==> config.mk <==
export PLATFORM = sky130hd
export DESIGN_NAME = bounded_stack_search_remove
export DESIGN_NICKNAME = d
export VERILOG_FILES = /design/src/bssr_pkg.sv /design/src/bssr_ram.sv /design/src/bssr_front.sv /design/src/bssr_back.sv /design/src/bounded_stack_search_remove.sv
export VERILOG_INCLUDE_DIRS = /design/src /design/src/src
export SDC_FILE = /design/constraint.sdc
export NUM_CORES = 1
export LEC_CHECK = 0
export BUFFER_PORTS_ARGS = -buffer_cell sky130_fd_sc_hd__buf_4
export CORE_AREA = 2 2 282 284
export CTS_CLUSTER_SIZE = 20
export DETAILED_ROUTE_END_ITERATION = 10
export DIE_AREA = 0 0 284 286
export GPL_ROUTABILITY_DRIVEN = 0
export PLACE_DENSITY = 0.65
export SLEW_MARGIN = 10
export SYNTH_ARGS = -nofsm -noshare
export SYNTH_HDL_FRONTEND = slang
export SYNTH_SLANG_ARGS = --single-unit
==> constraint.sdc <==
create_clock -name i_clk -period 12.5 [get_ports i_clk]
set_clock_uncertainty 0.2 [all_clocks]
set_input_delay 2.5 -clock i_clk [delete_from_list [all_inputs] [get_ports i_clk]]
set_output_delay 2.5 -clock i_clk [all_outputs]
set_load 0.05 [all_outputs]
==> src/bounded_stack_search_remove_defines.svh <==
// Assertion macros used by the back-end stack module.
`ifndef BOUNDED_STACK_SEARCH_REMOVE_DEFINES_SVH
`define BOUNDED_STACK_SEARCH_REMOVE_DEFINES_SVH

`ifndef SYNTH
`define BSSR_ASSERT(lbl, clk, rst_n, prop) \
    lbl: assert property (@(posedge clk) disable iff (!rst_n) (prop)) \
        else $error("bssr assertion failed");
`define BSSR_ASSERT_ALWAYS(lbl, clk, prop) \
    lbl: assert property (@(posedge clk) (prop)) \
        else $error("bssr assertion failed");
`else
`define BSSR_ASSERT(lbl, clk, rst_n, prop)
`define BSSR_ASSERT_ALWAYS(lbl, clk, prop)
`endif

`endif

==> src/bssr_pkg.sv <==
package bssr_pkg;

    localparam int DEPTH       = 8;
    localparam int KEY_BITS    = 64;
    localparam int KEY_W       = 64;
    localparam int COUNT_W     = 4;
    localparam int CNT_W       = $clog2(DEPTH + 1);
    localparam int IDX_W       = (DEPTH > 1) ? $clog2(DEPTH) : 1;
    localparam int QUEUE_DEPTH = 2;
    localparam int QPTR_W      = (QUEUE_DEPTH > 1) ? $clog2(QUEUE_DEPTH) : 1;
    localparam int QFILL_W     = $clog2(QUEUE_DEPTH + 1);

    typedef enum logic [1:0] {
        OP_PUSH   = 2'd0,
        OP_POP    = 2'd1,
        OP_SEARCH = 2'd2,
        OP_REMOVE = 2'd3
    } t_op;

    typedef enum logic [1:0] {
        ST_OK        = 2'd0,
        ST_FULL      = 2'd1,
        ST_EMPTY     = 2'd2,
        ST_NOT_FOUND = 2'd3
    } t_status;

    typedef struct packed {
        logic [1:0]       operation;
        logic [KEY_W-1:0] key;
    } t_req;

    typedef struct packed {
        t_status            status;
        logic               found;
        logic [KEY_W-1:0]   popped_key;
        logic [COUNT_W-1:0] count;
    } t_resp;

    typedef struct packed {
        t_op                 op;
        logic [KEY_BITS-1:0] key;
    } t_cmd;

    function automatic logic [COUNT_W-1:0] count_field(input logic [CNT_W-1:0] c);
        logic [CNT_W+COUNT_W-1:0] wide;
        wide = {{COUNT_W{1'b0}}, c};
        return wide[COUNT_W-1:0];
    endfunction

    function automatic logic [KEY_W-1:0] key_field(input logic [KEY_BITS-1:0] k);
        logic [KEY_W+KEY_BITS-1:0] wide;
        wide = {{KEY_W{1'b0}}, k};
        return wide[KEY_W-1:0];
    endfunction

endpackage

==> src/bssr_ram.sv <==
module bssr_ram #(
    parameter int WIDTH = 8,
    parameter int DEPTH = 2,
    localparam int AW = (DEPTH > 1) ? $clog2(DEPTH) : 1
) (
    input  logic             i_clk,
    input  logic             i_we,
    input  logic [AW-1:0]    i_waddr,
    input  logic [WIDTH-1:0] i_wdata,
    input  logic             i_re,
    input  logic [AW-1:0]    i_raddr,
    output logic [WIDTH-1:0] o_rdata
);

    logic [WIDTH-1:0] r_mem [DEPTH];
    logic [WIDTH-1:0] r_rdata;

    always_ff @(posedge i_clk) begin
        if (i_we) begin
            r_mem[i_waddr] <= i_wdata;
        end
        if (i_re) begin
            r_rdata <= r_mem[i_raddr];
        end
    end

    assign o_rdata = r_rdata;

endmodule

==> src/bssr_front.sv <==
module bssr_front import bssr_pkg::*; (
    input  logic i_clk,
    input  logic i_rst_n,
    input  logic i_valid,
    output logic o_stall,
    input  t_req i_req,
    output logic o_cmd_valid,
    output t_cmd o_cmd,
    input  logic i_cmd_take
);

    t_cmd               r_q [QUEUE_DEPTH];
    logic [QPTR_W-1:0]  r_wr_ptr;
    logic [QPTR_W-1:0]  r_rd_ptr;
    logic [QFILL_W-1:0] r_fill;
    logic               push;
    logic               pop;
    t_cmd               cmd_in;

    assign o_stall     = (r_fill == QFILL_W'(QUEUE_DEPTH));
    assign o_cmd_valid = (r_fill != '0);
    assign o_cmd       = r_q[r_rd_ptr];
    assign push        = i_valid && !o_stall;
    assign pop         = o_cmd_valid && i_cmd_take;

    // classify: decode the operation, keep only the stored key bits
    always_comb begin
        cmd_in.op  = t_op'(i_req.operation);
        cmd_in.key = i_req.key[KEY_BITS-1:0];
    end

    always_ff @(posedge i_clk) begin
        if (push) begin
            r_q[r_wr_ptr] <= cmd_in;
        end
        if (!i_rst_n) begin
            r_wr_ptr <= '0;
            r_rd_ptr <= '0;
            r_fill   <= '0;
        end else begin
            if (push) begin
                r_wr_ptr <= (r_wr_ptr == QPTR_W'(QUEUE_DEPTH - 1)) ? '0 : r_wr_ptr + 1'b1;
            end
            if (pop) begin
                r_rd_ptr <= (r_rd_ptr == QPTR_W'(QUEUE_DEPTH - 1)) ? '0 : r_rd_ptr + 1'b1;
            end
            if (push && !pop) begin
                r_fill <= r_fill + 1'b1;
            end else if (pop && !push) begin
                r_fill <= r_fill - 1'b1;
            end
        end
    end

endmodule

==> src/bssr_back.sv <==
`include "bounded_stack_search_remove_defines.svh"

module bssr_back import bssr_pkg::*; (
    input  logic  i_clk,
    input  logic  i_rst_n,
    input  logic  i_cmd_valid,
    input  t_cmd  i_cmd,
    output logic  o_cmd_take,
    output logic  o_valid,
    input  logic  i_stall,
    output t_resp o_resp
);

    typedef enum logic [2:0] {
        S_IDLE,
        S_POP_WAIT,
        S_SCAN_RD,
        S_SCAN_CMP,
        S_SHIFT_RD,
        S_SHIFT_WR
    } t_state;

    t_state              r_state;
    logic [CNT_W-1:0]    r_count;
    logic [IDX_W-1:0]    r_idx;
    logic [KEY_BITS-1:0] r_key;
    t_op                 r_op;
    logic                r_out_valid;
    t_resp               r_out;

    logic                take;
    logic                we;
    logic [IDX_W-1:0]    waddr;
    logic [KEY_BITS-1:0] wdata;
    logic                re;
    logic [IDX_W-1:0]    raddr;
    logic [KEY_BITS-1:0] rdata;
    logic                is_full;
    logic                is_empty;
    logic [CNT_W-1:0]    count_dec;
    logic                shift_first;
    logic                shift_more;

    assign take        = (r_state == S_IDLE) && i_cmd_valid && (!r_out_valid || !i_stall);
    assign o_cmd_take  = take;
    assign o_valid     = r_out_valid;
    assign o_resp      = r_out;
    assign is_full     = (r_count == CNT_W'(DEPTH));
    assign is_empty    = (r_count == '0);
    assign count_dec   = r_count - 1'b1;
    assign shift_first = ((CNT_W + 1)'(r_idx) + (CNT_W + 1)'(1)) < (CNT_W + 1)'(r_count);
    assign shift_more  = ((CNT_W + 1)'(r_idx) + (CNT_W + 1)'(2)) < (CNT_W + 1)'(r_count);

    always_comb begin
        we    = 1'b0;
        waddr = r_idx;
        wdata = rdata;
        re    = 1'b0;
        raddr = r_idx;
        case (r_state)
            S_IDLE: begin
                if (take && i_cmd.op == OP_PUSH && !is_full) begin
                    we    = 1'b1;
                    waddr = IDX_W'(r_count);
                    wdata = i_cmd.key;
                end else if (take && i_cmd.op == OP_POP && !is_empty) begin
                    re    = 1'b1;
                    raddr = IDX_W'(count_dec);
                end
            end
            S_SCAN_RD: begin
                re = 1'b1;
            end
            S_SHIFT_RD: begin
                re    = 1'b1;
                raddr = r_idx + 1'b1;
            end
            S_SHIFT_WR: begin
                we = 1'b1;
            end
            default: begin
                we = 1'b0;
            end
        endcase
    end

    bssr_ram #(
        .WIDTH (KEY_BITS),
        .DEPTH (DEPTH)
    ) u_ram (
        .i_clk   (i_clk),
        .i_we    (we),
        .i_waddr (waddr),
        .i_wdata (wdata),
        .i_re    (re),
        .i_raddr (raddr),
        .o_rdata (rdata)
    );

    always_ff @(posedge i_clk) begin
        if (!i_rst_n) begin
            r_state     <= S_IDLE;
            r_count     <= '0;
            r_out_valid <= 1'b0;
        end else begin
            if (r_out_valid && !i_stall) begin
                r_out_valid <= 1'b0;
            end
            case (r_state)
                S_IDLE: begin
                    if (take) begin
                        r_key            <= i_cmd.key;
                        r_op             <= i_cmd.op;
                        r_idx            <= IDX_W'(count_dec);
                        r_out.found      <= 1'b0;
                        r_out.popped_key <= '0;
                        r_out.count      <= count_field(r_count);
                        case (i_cmd.op)
                            OP_PUSH: begin
                                r_out_valid <= 1'b1;
                                if (is_full) begin
                                    r_out.status <= ST_FULL;
                                end else begin
                                    r_out.status <= ST_OK;
                                    r_out.count  <= count_field(r_count + 1'b1);
                                    r_count      <= r_count + 1'b1;
                                end
                            end
                            OP_POP: begin
                                if (is_empty) begin
                                    r_out_valid  <= 1'b1;
                                    r_out.status <= ST_EMPTY;
                                end else begin
                                    r_state <= S_POP_WAIT;
                                end
                            end
                            OP_SEARCH: begin
                                if (is_empty) begin
                                    r_out_valid  <= 1'b1;
                                    r_out.status <= ST_NOT_FOUND;
                                end else begin
                                    r_state <= S_SCAN_RD;
                                end
                            end
                            default: begin
                                if (is_empty) begin
                                    r_out_valid  <= 1'b1;
                                    r_out.status <= ST_EMPTY;
                                end else begin
                                    r_state <= S_SCAN_RD;
                                end
                            end
                        endcase
                    end
                end
                S_POP_WAIT: begin
                    r_out_valid      <= 1'b1;
                    r_out.status     <= ST_OK;
                    r_out.popped_key <= key_field(rdata);
                    r_out.count      <= count_field(count_dec);
                    r_count          <= count_dec;
                    r_state          <= S_IDLE;
                end
                S_SCAN_RD: begin
                    r_state <= S_SCAN_CMP;
                end
                S_SCAN_CMP: begin
                    if (rdata == r_key) begin
                        if (r_op == OP_SEARCH) begin
                            r_out_valid  <= 1'b1;
                            r_out.status <= ST_OK;
                            r_out.found  <= 1'b1;
                            r_state      <= S_IDLE;
                        end else if (shift_first) begin
                            r_state <= S_SHIFT_RD;
                        end else begin
                            r_out_valid  <= 1'b1;
                            r_out.status <= ST_OK;
                            r_out.found  <= 1'b1;
                            r_out.count  <= count_field(count_dec);
                            r_count      <= count_dec;
                            r_state      <= S_IDLE;
                        end
                    end else if (r_idx == '0) begin
                        r_out_valid  <= 1'b1;
                        r_out.status <= ST_NOT_FOUND;
                        r_state      <= S_IDLE;
                    end else begin
                        r_idx   <= r_idx - 1'b1;
                        r_state <= S_SCAN_RD;
                    end
                end
                S_SHIFT_RD: begin
                    r_state <= S_SHIFT_WR;
                end
                S_SHIFT_WR: begin
                    if (shift_more) begin
                        r_idx   <= r_idx + 1'b1;
                        r_state <= S_SHIFT_RD;
                    end else begin
                        r_out_valid  <= 1'b1;
                        r_out.status <= ST_OK;
                        r_out.found  <= 1'b1;
                        r_out.count  <= count_field(count_dec);
                        r_count      <= count_dec;
                        r_state      <= S_IDLE;
                    end
                end
                default: begin
                    r_state <= S_IDLE;
                end
            endcase
        end
    end

    `BSSR_ASSERT(a_count_bound, i_clk, i_rst_n, r_count <= CNT_W'(DEPTH))
    `BSSR_ASSERT(a_busy_out_empty, i_clk, i_rst_n, (r_state != S_IDLE) |-> !r_out_valid)
    `BSSR_ASSERT(a_found_ok, i_clk, i_rst_n, r_out_valid |-> (!r_out.found || r_out.status == ST_OK))
    `BSSR_ASSERT(a_push_grows, i_clk, i_rst_n, (take && i_cmd.op == OP_PUSH && !is_full) |=> (r_count == $past(r_count) + 1'b1))

endmodule

==> src/bounded_stack_search_remove.sv <==
// Bounded stack of keys with push, pop, search and remove by key.
// Request channel: i_valid / o_stall with payload i_req (operation, key);
// a request is taken at a rising edge with i_valid high and o_stall low.
// Response channel: o_valid / i_stall with payload o_resp (status, found,
// popped_key, count); exactly one response per request, in request order.
// A two-entry queue sits between the request side and the execution unit,
// so requests are taken while a response waits on a stalled receiver.
// Push writes the key in the idle state; pop reads the top entry through
// a wait state. Search compares entries from the top, each in a read and a
// compare state; remove scans the same way, then moves each entry above the
// match down one place in a read and a write state, paced by the single read
// port of the key memory. A new request starts execution only in idle.
// Reset (synchronous, active low) empties the stack and the queue and
// drops any response not yet taken. While i_stall is high a waiting response
// holds and no further request starts execution.
module bounded_stack_search_remove import bssr_pkg::*; (
    input  logic  i_clk,
    input  logic  i_rst_n,
    input  logic  i_valid,
    output logic  o_stall,
    input  t_req  i_req,
    output logic  o_valid,
    input  logic  i_stall,
    output t_resp o_resp
);

    logic cmd_valid;
    t_cmd cmd;
    logic cmd_take;

    bssr_front u_front (
        .i_clk       (i_clk),
        .i_rst_n     (i_rst_n),
        .i_valid     (i_valid),
        .o_stall     (o_stall),
        .i_req       (i_req),
        .o_cmd_valid (cmd_valid),
        .o_cmd       (cmd),
        .i_cmd_take  (cmd_take)
    );

    bssr_back u_back (
        .i_clk       (i_clk),
        .i_rst_n     (i_rst_n),
        .i_cmd_valid (cmd_valid),
        .i_cmd       (cmd),
        .o_cmd_take  (cmd_take),
        .o_valid     (o_valid),
        .i_stall     (i_stall),
        .o_resp      (o_resp)
    );

endmodule

# --- Yosys cells after proc, flatten, opt, wreduce, memory -nomap -nowiden ---
# Memories as Yosys holds them, arrays and structs flattened. A register that Yosys moved wholly into a read port is not among the register bits.
# Index checks and enable logic that the tools add are counted.
# W data, S select, Z words.
totals:
  n_memories: 2
  in_bits: 70
  romBits: 0
  word_cells: 160
  reg_bits: 152
  latch_bits: 0
  ram_bits: 644
classes:
  muxes: 70
  bitwise_logic: 0
  div: 0
  shift: 0
  multipliers: 0
  eq_ne: 26
  order_cmp: 2
  n_reduce_logical: 37
  add_sub_neg: 10
mem_list:
  columns: ["name", "depth", "width", "read_ports", "rd_ports_with_merged_regs", "wr", "line_no", "rtl"]
  rows:
  - ["u_back.u_ram.r_mem", 8, 64, 1, 1, 1, "bssr_ram.sv:15", "logic [WIDTH-1:0] r_mem [DEPTH];"]
  - ["u_front.r_q", 2, 66, 1, 1, 1, "bssr_front.sv:12", "t_cmd r_q [QUEUE_DEPTH];"]
ops:
  columns: ["operator", "n"]
  rows:
  - ["$mux W64", 2]
  - ["$pmux W64 S2", 1]
  - ["$mux W71", 1]
  - ["$eq A64 B64 Y1", 1]
  - ["$mux W3", 18]
  - ["$pmux W4 S4", 2]
  - ["$mux W4", 7]
  - ["$mux W1", 22]
  - ["$reduce_and A6 Y1", 3]
  - ["$pmux W3 S5", 1]
  - ["$mux W2", 7]
  - ["$ne A2 B2 Y1 const B", 7]
  - ["$pmux W3 S2", 2]
  - ["$logic_and A1 B1 Y1", 11]
  - ["$lt A5 B4 Y1", 2]
  - ["$pmux W3 S3", 1]
  - ["$reduce_and A3 Y1", 3]
  - ["$pmux W2 S4", 1]
  - ["$reduce_and A8 Y1", 1]
  - ["$logic_not A1 Y1", 7]
  - ["$reduce_and A7 Y1", 1]
  - ["$eq A2 B2 Y1 const B", 3]
  - ["$eq A3 B2 Y1 const B", 2]
  - ["$eq A3 B3 Y1 const B", 2]
  - ["29 further kinds", 37]

# --- Depth between registers and ports, before layout ---
# Gate-level depths: netlist (run 1).
depth:
  word_depth: 9
  ltp_mapped: 11
  ltp_nobuf: 9

# --- By module ---
# Synthesis (run 1) repeated with hierarchy kept, for this count alone.
hier_totals:
  cells_unflattened: 1606
  area_unflattened_um2: 33573.4
by_module_without_submodules:
  columns: ["mod", "seq_area_each_um2", "area_each_um2", "cells_each", "n_inst"]
  rows:
  - ["bssr_ram", 17296.6, 21187.8, 816, 1]
  - ["bssr_back", 4364.2, 7379.6, 560, 1]
  - ["bssr_front", 4063.9, 5006.1, 230, 1]

# --- Worst setup path after synthesis (run 1) ---
# Ideal clock, no wire load.
synth_timing:
  path_kind: "input-to-reg"
  from: "input port i_stall"
  to: "register u_back.r_out, in the netlist u_back.o_resp[10] (enable)"
  t_arrival_ps: 7394
  setup_slack_ps: 4342
  t_required_ps: 11736
  path_buffers: 0
  path_stages: 3
  cell_sequence: "a2bb2oi_1 -> o21ai_0 -> nor3_1"
synth_via:
  elab_chain_cells: 5
synth_lines:
  columns: ["item", "line_no", "rtl"]
  rows:
  - ["start: declaration", "bounded_stack_search_remove.sv:23", "input logic i_stall,"]
  - ["$logic_not A1 Y1", "bssr_back.sv:44", "assign take = (r_state == S_IDLE) && i_cmd_valid && (!r_out_valid || !i_stall);"]
  - ["$logic_or A1 B1 Y1", "bssr_back.sv:44", null]
  - ["$logic_and A1 B1 Y1", "bssr_back.sv:44", null]
  - ["$ne A2 B1 Y1 (no line)", null, null]
  - ["$reduce_and A3 Y1 (no line)", null, null]
  - ["end: declaration", "bssr_back.sv:29", "t_resp r_out;"]
# No other way between the ends.
# A chain may end at the register's enable or synchronous reset.

# --- Worst setup path in the final report (run 1) ---
layout_timing:
  from: "input port i_stall"
  to: "register u_back.u_ram.r_rdata[43] (netlist: u_back.u_ram.o_rdata[43]), read port of u_back.u_ram.r_mem, data pin"
layout_via:
  elab_chain_cells: 8
layout_lines:
  columns: ["item", "line_no", "rtl"]
  rows:
  - ["$logic_not A1 Y1 (*)", "bssr_back.sv:44", null]
  - ["$logic_or A1 B1 Y1 (*)", "bssr_back.sv:44", null]
  - ["$logic_and A1 B1 Y1 (*)", "bssr_back.sv:44", null]
  - ["$logic_and A1 B1 Y1 (2 in a row)", "bssr_back.sv:66", "end else if (take && i_cmd.op == OP_POP && !is_empty) begin"]
  - ["$mux W3 or $mux W1 (tied branches)", "bssr_back.sv:66", null]
  - ["$mux W3 or $mux W1 (tied branches)", "bssr_back.sv:62", "if (take && i_cmd.op == OP_PUSH && !is_full) begin"]
  - ["$pmux W3 S2 or $pmux W1 S2 (tied branches)", "bssr_back.sv:60", "case (r_state)"]
  - ["end: declaration", "bssr_ram.sv:16", "logic [WIDTH-1:0] r_rdata;"]
# Every way passes the cells marked *; elsewhere a longest branch is shown, timed or not.

==> key figures, run 1 <==
Cells and area
  • Ant diodes: 0
  • Nets: 2280
  • Share of cells above drive strength 1: 19.80%
  • Non-Filler Instances: 3313
  • Area grow syn2layout: 14.04%
  • Fillers: 6443

Power
  • Peak VDD IR: 0.0001445 V
  • Power Density: 205.0 mW/mm²
  • P_leak: 12.49 nW

GRT
  • Total grt overflow: 0
  • Total GRT Usage: 21.36%
  • Vias in the first global route: 20214
  • First-pass GRT wire length: 131200 µm
  • Antenna violations before repair: 1
  • Largest net degree at the start of global routing: 196

Clock network
  • Total CTS buffers: 87
  • Number of clock sinks: 861
  • Max Buffers Root-to-Sink: 3
  • Post-CTS Hold Buffers: 0
  • Post-cts sizing count: 0
  • Worst-skew pair later-pin latency: 0.64 ns
  • Root Driver: clkbuf_16
  • Number of setup buffers added after CTS: 0
  • Max H-tree Level: 3
  • CTS tree: yes
  • CTS clock-pin slew for the worst setup and hold paths: 0.06 ns

Logic synthesis
  • Post-synth EDFFs: 848
  • FF+latch count, synth: 861
  • Area contributors post-synth: edfxtp_1 (73%), o21a_1 (5.5%), a2111oi_0 (4.8%)
  • Post-Syn Area: 0.03481 mm²
  • Syn avg cell area: 16.54 µm²
  • Register area share after synthesis: 73.90%
  • Synth warn: 0
  • FFs w/ async S/R, synth: 0%
  • Cell count after synthesis: 2105
  • Top cell type's share of synthesized area: 73.15%
  • Main synth FF type: edfxtp_1
  • Cell variety after synth: 60
  • Syn Nets: 2188
  • Synth area leader: edfxtp_1

Routing
  • Post-DR wirelength/cell: 26.81 µm
  • Via count: 20286
  • Final WL: 88810 µm
  • Vias per cell: 6.123
  • Starting DRT DRC Count: 2154
  • Antenna-violating nets left: 0
  • Detailed Routing Iterations Pass 1: 5
  • DRC: 0

Setup path
  • Crit-path max cell delay: 0.97 ns
  • CP delay by family, top: compound AO/OA/AOI/OAI gates
  • CP max-delay cell: buf_4
  • Critical Path, Cell by Cell: buf_4 -> a2bb2oi_1 -> a21oi_1 -> a211o_4 -> nor2_4 -> buf_4 -> a2111oi_0 -> nor4_1
  • CP required: 12.73 ns
  • Worst Path Max Fanout: 113
  • CP bufs+invs: 2
  • Worst setup EP type: flop
  • Critical path type: in2reg
  • CP most frequent cell: buf_4
  • CP Launch Type: input port
  • Critical path arrival: 6.07 ns

Die
  • Boundary Pins: 143
  • Die height: 286 µm
  • Die area: 0.08122 mm²
  • Die Wd: 284 µm
  • Initial Util: 44.43%
  • Core ar.: 0.07836 mm²
  • Rows: 103

Placed design
  • HPWL after DPL: 49610 µm
  • Number of port buffers: 142
  • Placed insts: 3158

Worst hold path
  • Min-delay worst type: reg2reg

STA
  • Worst-Margin Slew: 1.248 ns
  • Period minus WS final: 5.841 ns
  • Max frequency: 171.2 MHz
  • Final setup fails: 0
  • Final setup TNS: 0 ns
  • Tcrit/Tclk final: 46.73%
  • RSZ-0062 raised after global routing: false
  • Fin. max-slew vios: 0
  • Max-slew headroom at the worst pin: 16.83%
  • Final Hold Viols: 0

Run status
  • Status: finished clean

Flow run
  • Maxcap violations: 0
==> metal layers <==
metal	track usage, %	part of all wire [%]
met1	29.09	42
met5	0	0
met3	3.628	7.4
met2	34.47	47
met4	8.316	3.2
==> path summary, 6_finish.rpt <==
kind	startpoint	end	slack, ns	depth (start not counted)
setup / recovery	i_stall	u_back.u_ram.o_rdata[43]$_DFFE_PP_	6.66	8
hold / removal	u_back.r_count[3]$_SDFFE_PN0P_	u_back.r_count[3]$_SDFFE_PN0P_	0.35	2
setup reg to reg	flop	u_back.u_ram.o_rdata[43]$_DFFE_PP_	6.84	9
hold reg to reg	u_back.r_count[3]$_SDFFE_PN0P_	u_back.r_count[3]$_SDFFE_PN0P_	0.35	2
==> sequential cells by signal (all words and copies together) (netlist names), named ones only <==
| signal | flops |
|---|---|
| u_back.o_resp | 71 |
| u_back.o_valid | 1 |
| u_back.r_count | 4 |
| u_back.r_idx | 3 |
| u_back.r_key | 64 |
| u_back.r_op | 2 |
| u_back.r_state | 3 |
| u_back.u_ram.o_rdata | 64 |
| u_back.u_ram.r_mem | 512 |
| u_front.r_fill | 2 |
| u_front.r_q | 132 |
| u_front.r_rd_ptr | 1 |
| u_front.r_wr_ptr | 1 |
==> layout by cell type, fill, tap and decap left out, types with 5 or more instances in the layout <==
master,instances
buf_4,174
clkinv_1,21
a211oi_1,65
nor2_1,21
o21ai_0,13
clkbuf_16,89
mux2_2,131
a2111oi_0,192
nor3_1,8
ha_1,13
and3_1,66
clkinv_2,10
o21a_1,257
bufinv_16,8
nor2_4,13
xnor2_1,68
a21oi_1,13
and2_1,7
nand4_1,19
o31ai_1,5
nor4_1,69
mux2i_1,7
clkbuf_1,18
nand2_1,25
nand3_1,6
dfxtp_1,11
edfxtp_1,848
nand2b_1,5
inv_1,12
==> worst min-delay path, cell delays in order (launching register included) <==
cell and delay, ns:
dfxtp_1 0.37, nand2_1 0.08, mux2i_1 0.06
==> through the flow <==
stage               setup WS, ns  instance area, µm²  hold slack [ns]  power, mW  utilization, %
global route               6.361               39700           0.3796      8.427           50.66
CTS                        6.721               39700           0.3486      8.174           50.66
finish                     6.659               39700           0.3534      8.140           50.66
detailed placement         6.073               36920           0.3415      5.638           47.12
global placement           6.157               36920           0.3420      5.588           47.12
floorplan                  4.342               34810           0.2885      4.992               -
==> where the power goes <==
| group | total, mW | switching (mW) | internal [mW] |
|---|---|---|---|
| Combinational | 1.85 | 1.35 | 0.505 |
| Sequential | 3.74 | 0.119 | 3.62 |
| Clock | 2.55 | 1.07 | 1.47 |
| Total | 8.14 | 2.54 | 5.60 |
==> kinds of logic (layout without fill, tap and decap cells) <==
logic type / after synthesis / after routing / share of synthesized area (%)
AOI/OAI and AO/OA: 580 / 580 / 13.08
xor gates and xnor gates: 71 / 71 / 1.786
adders and majority gates: 13 / 13 / 0.4673
buffers and inverters: 184 / 342 / 2.121
DFF: 861 / 861 / 73.90
muxes: 139 / 139 / 4.479
and+or+nand+nor: 257 / 257 / 4.166
==> final cells by class <==
type                            count  area (µm²)  share of cell area (%)
Tap cell                         1050        1314                   3.309
Timing Repair Buffer              175        1326                   3.341
Clock buffer                      107        2295                   5.780
Inverter                           12       45.04                  0.1135
Sequential cell                   861       25730                   64.81
Multi-Input combinational cell   1060        8509                   21.44
Clock inverter                     48       479.2                   1.207
==> Yosys cell counts, drive strengths merged (25+ instances only) <==
cell,number
edfxtp,848
o21a,257
a2111oi,192
mux2,131
clkbuf,117
nor4,69
and3,68
xnor2,68
a211oi,65
buf,55
nor2,34
nand2,25
Power figures use the tool's default switching activity.
==> run 2, diff against run 1 <==
==> constraint.sdc (replaced) <==
create_clock -name i_clk -period 5.7 [get_ports i_clk]
set_clock_uncertainty 0.2 [all_clocks]
set_input_delay 1.14 -clock i_clk [delete_from_list [all_inputs] [get_ports i_clk]]
set_output_delay 1.14 -clock i_clk [all_outputs]
set_load 0.05 [all_outputs]
==> key figures, run 2 (same netlist as run 1, synthesis figures left out) <==
Run status
  • Status: finished clean

Cells and area
  • Area grow syn2layout: 15.02%
  • Nets: 2295
  • Fillers: 6391
  • Ant diodes: 0
  • Most common cell after layout, fill and taps aside: edfxtp_1
  • Max reg flops: 512
  • Most frequent cells in the layout: edfxtp_1 (848), o21a_1 (257), a2111oi_0 (192)
  • Largest Register: u_back.u_ram.r_mem
  • Share of cells above drive strength 1: 20.49%
  • Finished Cell Area: 0.04004 mm²

Clock network
  • Total CTS buffers: 87
  • Worst-skew pair later-pin latency: 0.65 ns
  • Number of setup buffers added after CTS: 0
  • Max Buffers Root-to-Sink: 3
  • CTS clock-pin slew for the worst setup and hold paths: 0.06 ns
  • Number of clock sinks: 861
  • Max H-tree Level: 3
  • Root Driver: clkbuf_16
  • Post-cts sizing count: 0
  • Post-CTS Hold Buffers: 0
  • CTS tree: yes

Routing
  • Post-DR wirelength/cell: 27.02 µm
  • Via count: 20317
  • Vias per cell: 6.103
  • Starting DRT DRC Count: 2245
  • DRC: 0
  • Antenna-violating nets left: 0
  • Final WL: 89950 µm
  • Detailed Routing Iterations Pass 1: 7

Power
  • Combinational share of power: 23.4%
  • Seq pwr share: 46.2%
  • P_leak: 12.62 nW
  • Pint: 12.17 mW
  • Peak VDD IR: 0.0003948 V
  • Sw Ratio: 31.38%
  • NetSw: 5.564 mW
  • Clock share of power: 30.4%
  • Power Density: 442.8 mW/mm²

STA
  • Fin. max-slew vios: 0
  • Max-slew headroom at the worst pin: 17.69%
  • Final setup TNS: 0 ns
  • Final Hold Viols: 0
  • Tcrit/Tclk final: 75.76%
  • Period minus WS final: 4.318 ns
  • RSZ-0062 raised after global routing: false
  • Max frequency: 231.6 MHz
  • Final setup fails: 0
  • Fin worst setup slack: 1.382 ns
  • Worst-Margin Slew: 1.235 ns

Setup path
  • CP Launch Type: flop
  • CP max-delay cell: dfxtp_1
  • Critical path type: reg2reg
  • CP required: 5.91 ns
  • Worst setup EP type: flop
  • Critical path arrival: 4.53 ns
  • Crit-path max cell delay: 0.55 ns
  • Critical Path, Cell by Cell: inv_1 -> ha_1 -> nor3b_1 -> a2111o_1 -> mux2i_1 -> or2_4 -> buf_4 -> a2111oi_0 -> nor4_1
  • Worst Path Max Fanout: 33

Die
  • Boundary Pins: 143
  • Core ar.: 0.07836 mm²
  • Initial Util: 44.43%
  • Die area: 0.08122 mm²
  • Die Wd: 284 µm
  • Die height: 286 µm
  • Rows: 103

Flow run
  • Maxcap violations: 0

GRT
  • Vias in the first global route: 20294
  • Largest net degree at the start of global routing: 225
  • Antenna violations before repair: 1
  • Total GRT Usage: 21.82%
  • First-pass GRT wire length: 133000 µm
  • Total grt overflow: 0

Placed design
  • Pre-CTS setup slack: 1.192 ns
  • Number of port buffers: 142
  • Dpl cell area: 0.03737 mm²
  • HPWL after DPL: 51170 µm

Worst hold path
  • Min-delay worst type: reg2reg
-- run 2: cell types whose count changed in the layout (fill, tap and decap cells not counted), sizes merged --
| cell | change |
|---|---|
| clkinvlp | -1 |
| inv | -2 |
| clkinv | +11 |
| clkbuf | -3 |
| bufinv | -4 |
| buf | +15 |
-- run 2: stage by stage --
| step | hold WS, ns | instances | power, mW | utilization [%] |
|---|---|---|---|---|
| after floorplan | 0.2885 | 2105 | 10.93 | - |
| after global placement | 0.3321 | 3173 | 12.36 | 47.69 |
| after detailed placement | 0.3521 | 3173 | 12.45 | 47.69 |
| after CTS | 0.3673 | 3329 | 17.80 | 51.10 |
| after global routing | 0.3762 | 3329 | 18.37 | 51.10 |
| final | 0.3626 | 3329 | 17.73 | 51.10 |
-- run 2: path summary, 6_finish.rpt --
check | start | end | slack (ns) | cells past startpoint
max | u_back.r_count[0]$_SDFFE_PN0P_ | u_back.u_ram.o_rdata[19]$_DFFE_PP_ | 1.38 | 9
min | u_front.r_q[0][27]$_DFFE_PP_ | u_back.r_key[27]$_DFFE_PP_ | 0.36 | 1
max reg2reg | u_back.r_count[0]$_SDFFE_PN0P_ | u_back.u_ram.o_rdata[19]$_DFFE_PP_ | 1.38 | 9
min reg2reg | u_front.r_q[0][27]$_DFFE_PP_ | u_back.r_key[27]$_DFFE_PP_ | 0.36 | 1
-- run 2: area by class of cell --
type / count / area, µm² / share of cell area [%]
clock inverters: 52 / 365.4 / 0.9125
flip-flops and latches: 861 / 25730 / 64.26
clock buffers: 104 / 2305 / 5.756
inverters: 12 / 45.04 / 0.1125
multi-input cells: 1060 / 8516 / 21.27
well taps: 1050 / 1314 / 3.281
repair buffers: 190 / 1764 / 4.406
-- run 2: power by group through the flow --
| stage | combinational [mW] | clock, mW | sequential [mW] |
|---|---|---|---|
| 2_1_floorplan | 2.33 | 0 | 8.61 |
| 3_3_place_gp | 4.04 | 0 | 8.32 |
| 3_5_place_dp | 4.12 | 0 | 8.33 |
| 4_1_cts | 4.13 | 5.47 | 8.20 |
| 5_1_grt | 4.39 | 5.73 | 8.25 |
| 6_report | 4.15 | 5.39 | 8.19 |
-- run 2: critical path: cells and delay by family (launching register included) --
kind,cells,cell delay (ns)
AOI/OAI and AO/OA,2,0.71
adders and majority gates,1,0.31
buffers and inverters,2,0.70
DFF,1,0.55
muxes,1,0.47
and+or+nand+nor,3,1.09
-- run 2: routing by layer --
metal	part of all wire, %	vias up	GRT usage [%]	wire length, µm
met4	3.3	0	8.066	2928
met3	7.8	169	4.354	7041
li1	-	8859	-	-
met1	41	10375	29.13	36920
met5	0	-	0	0
met2	48	914	35.59	43060
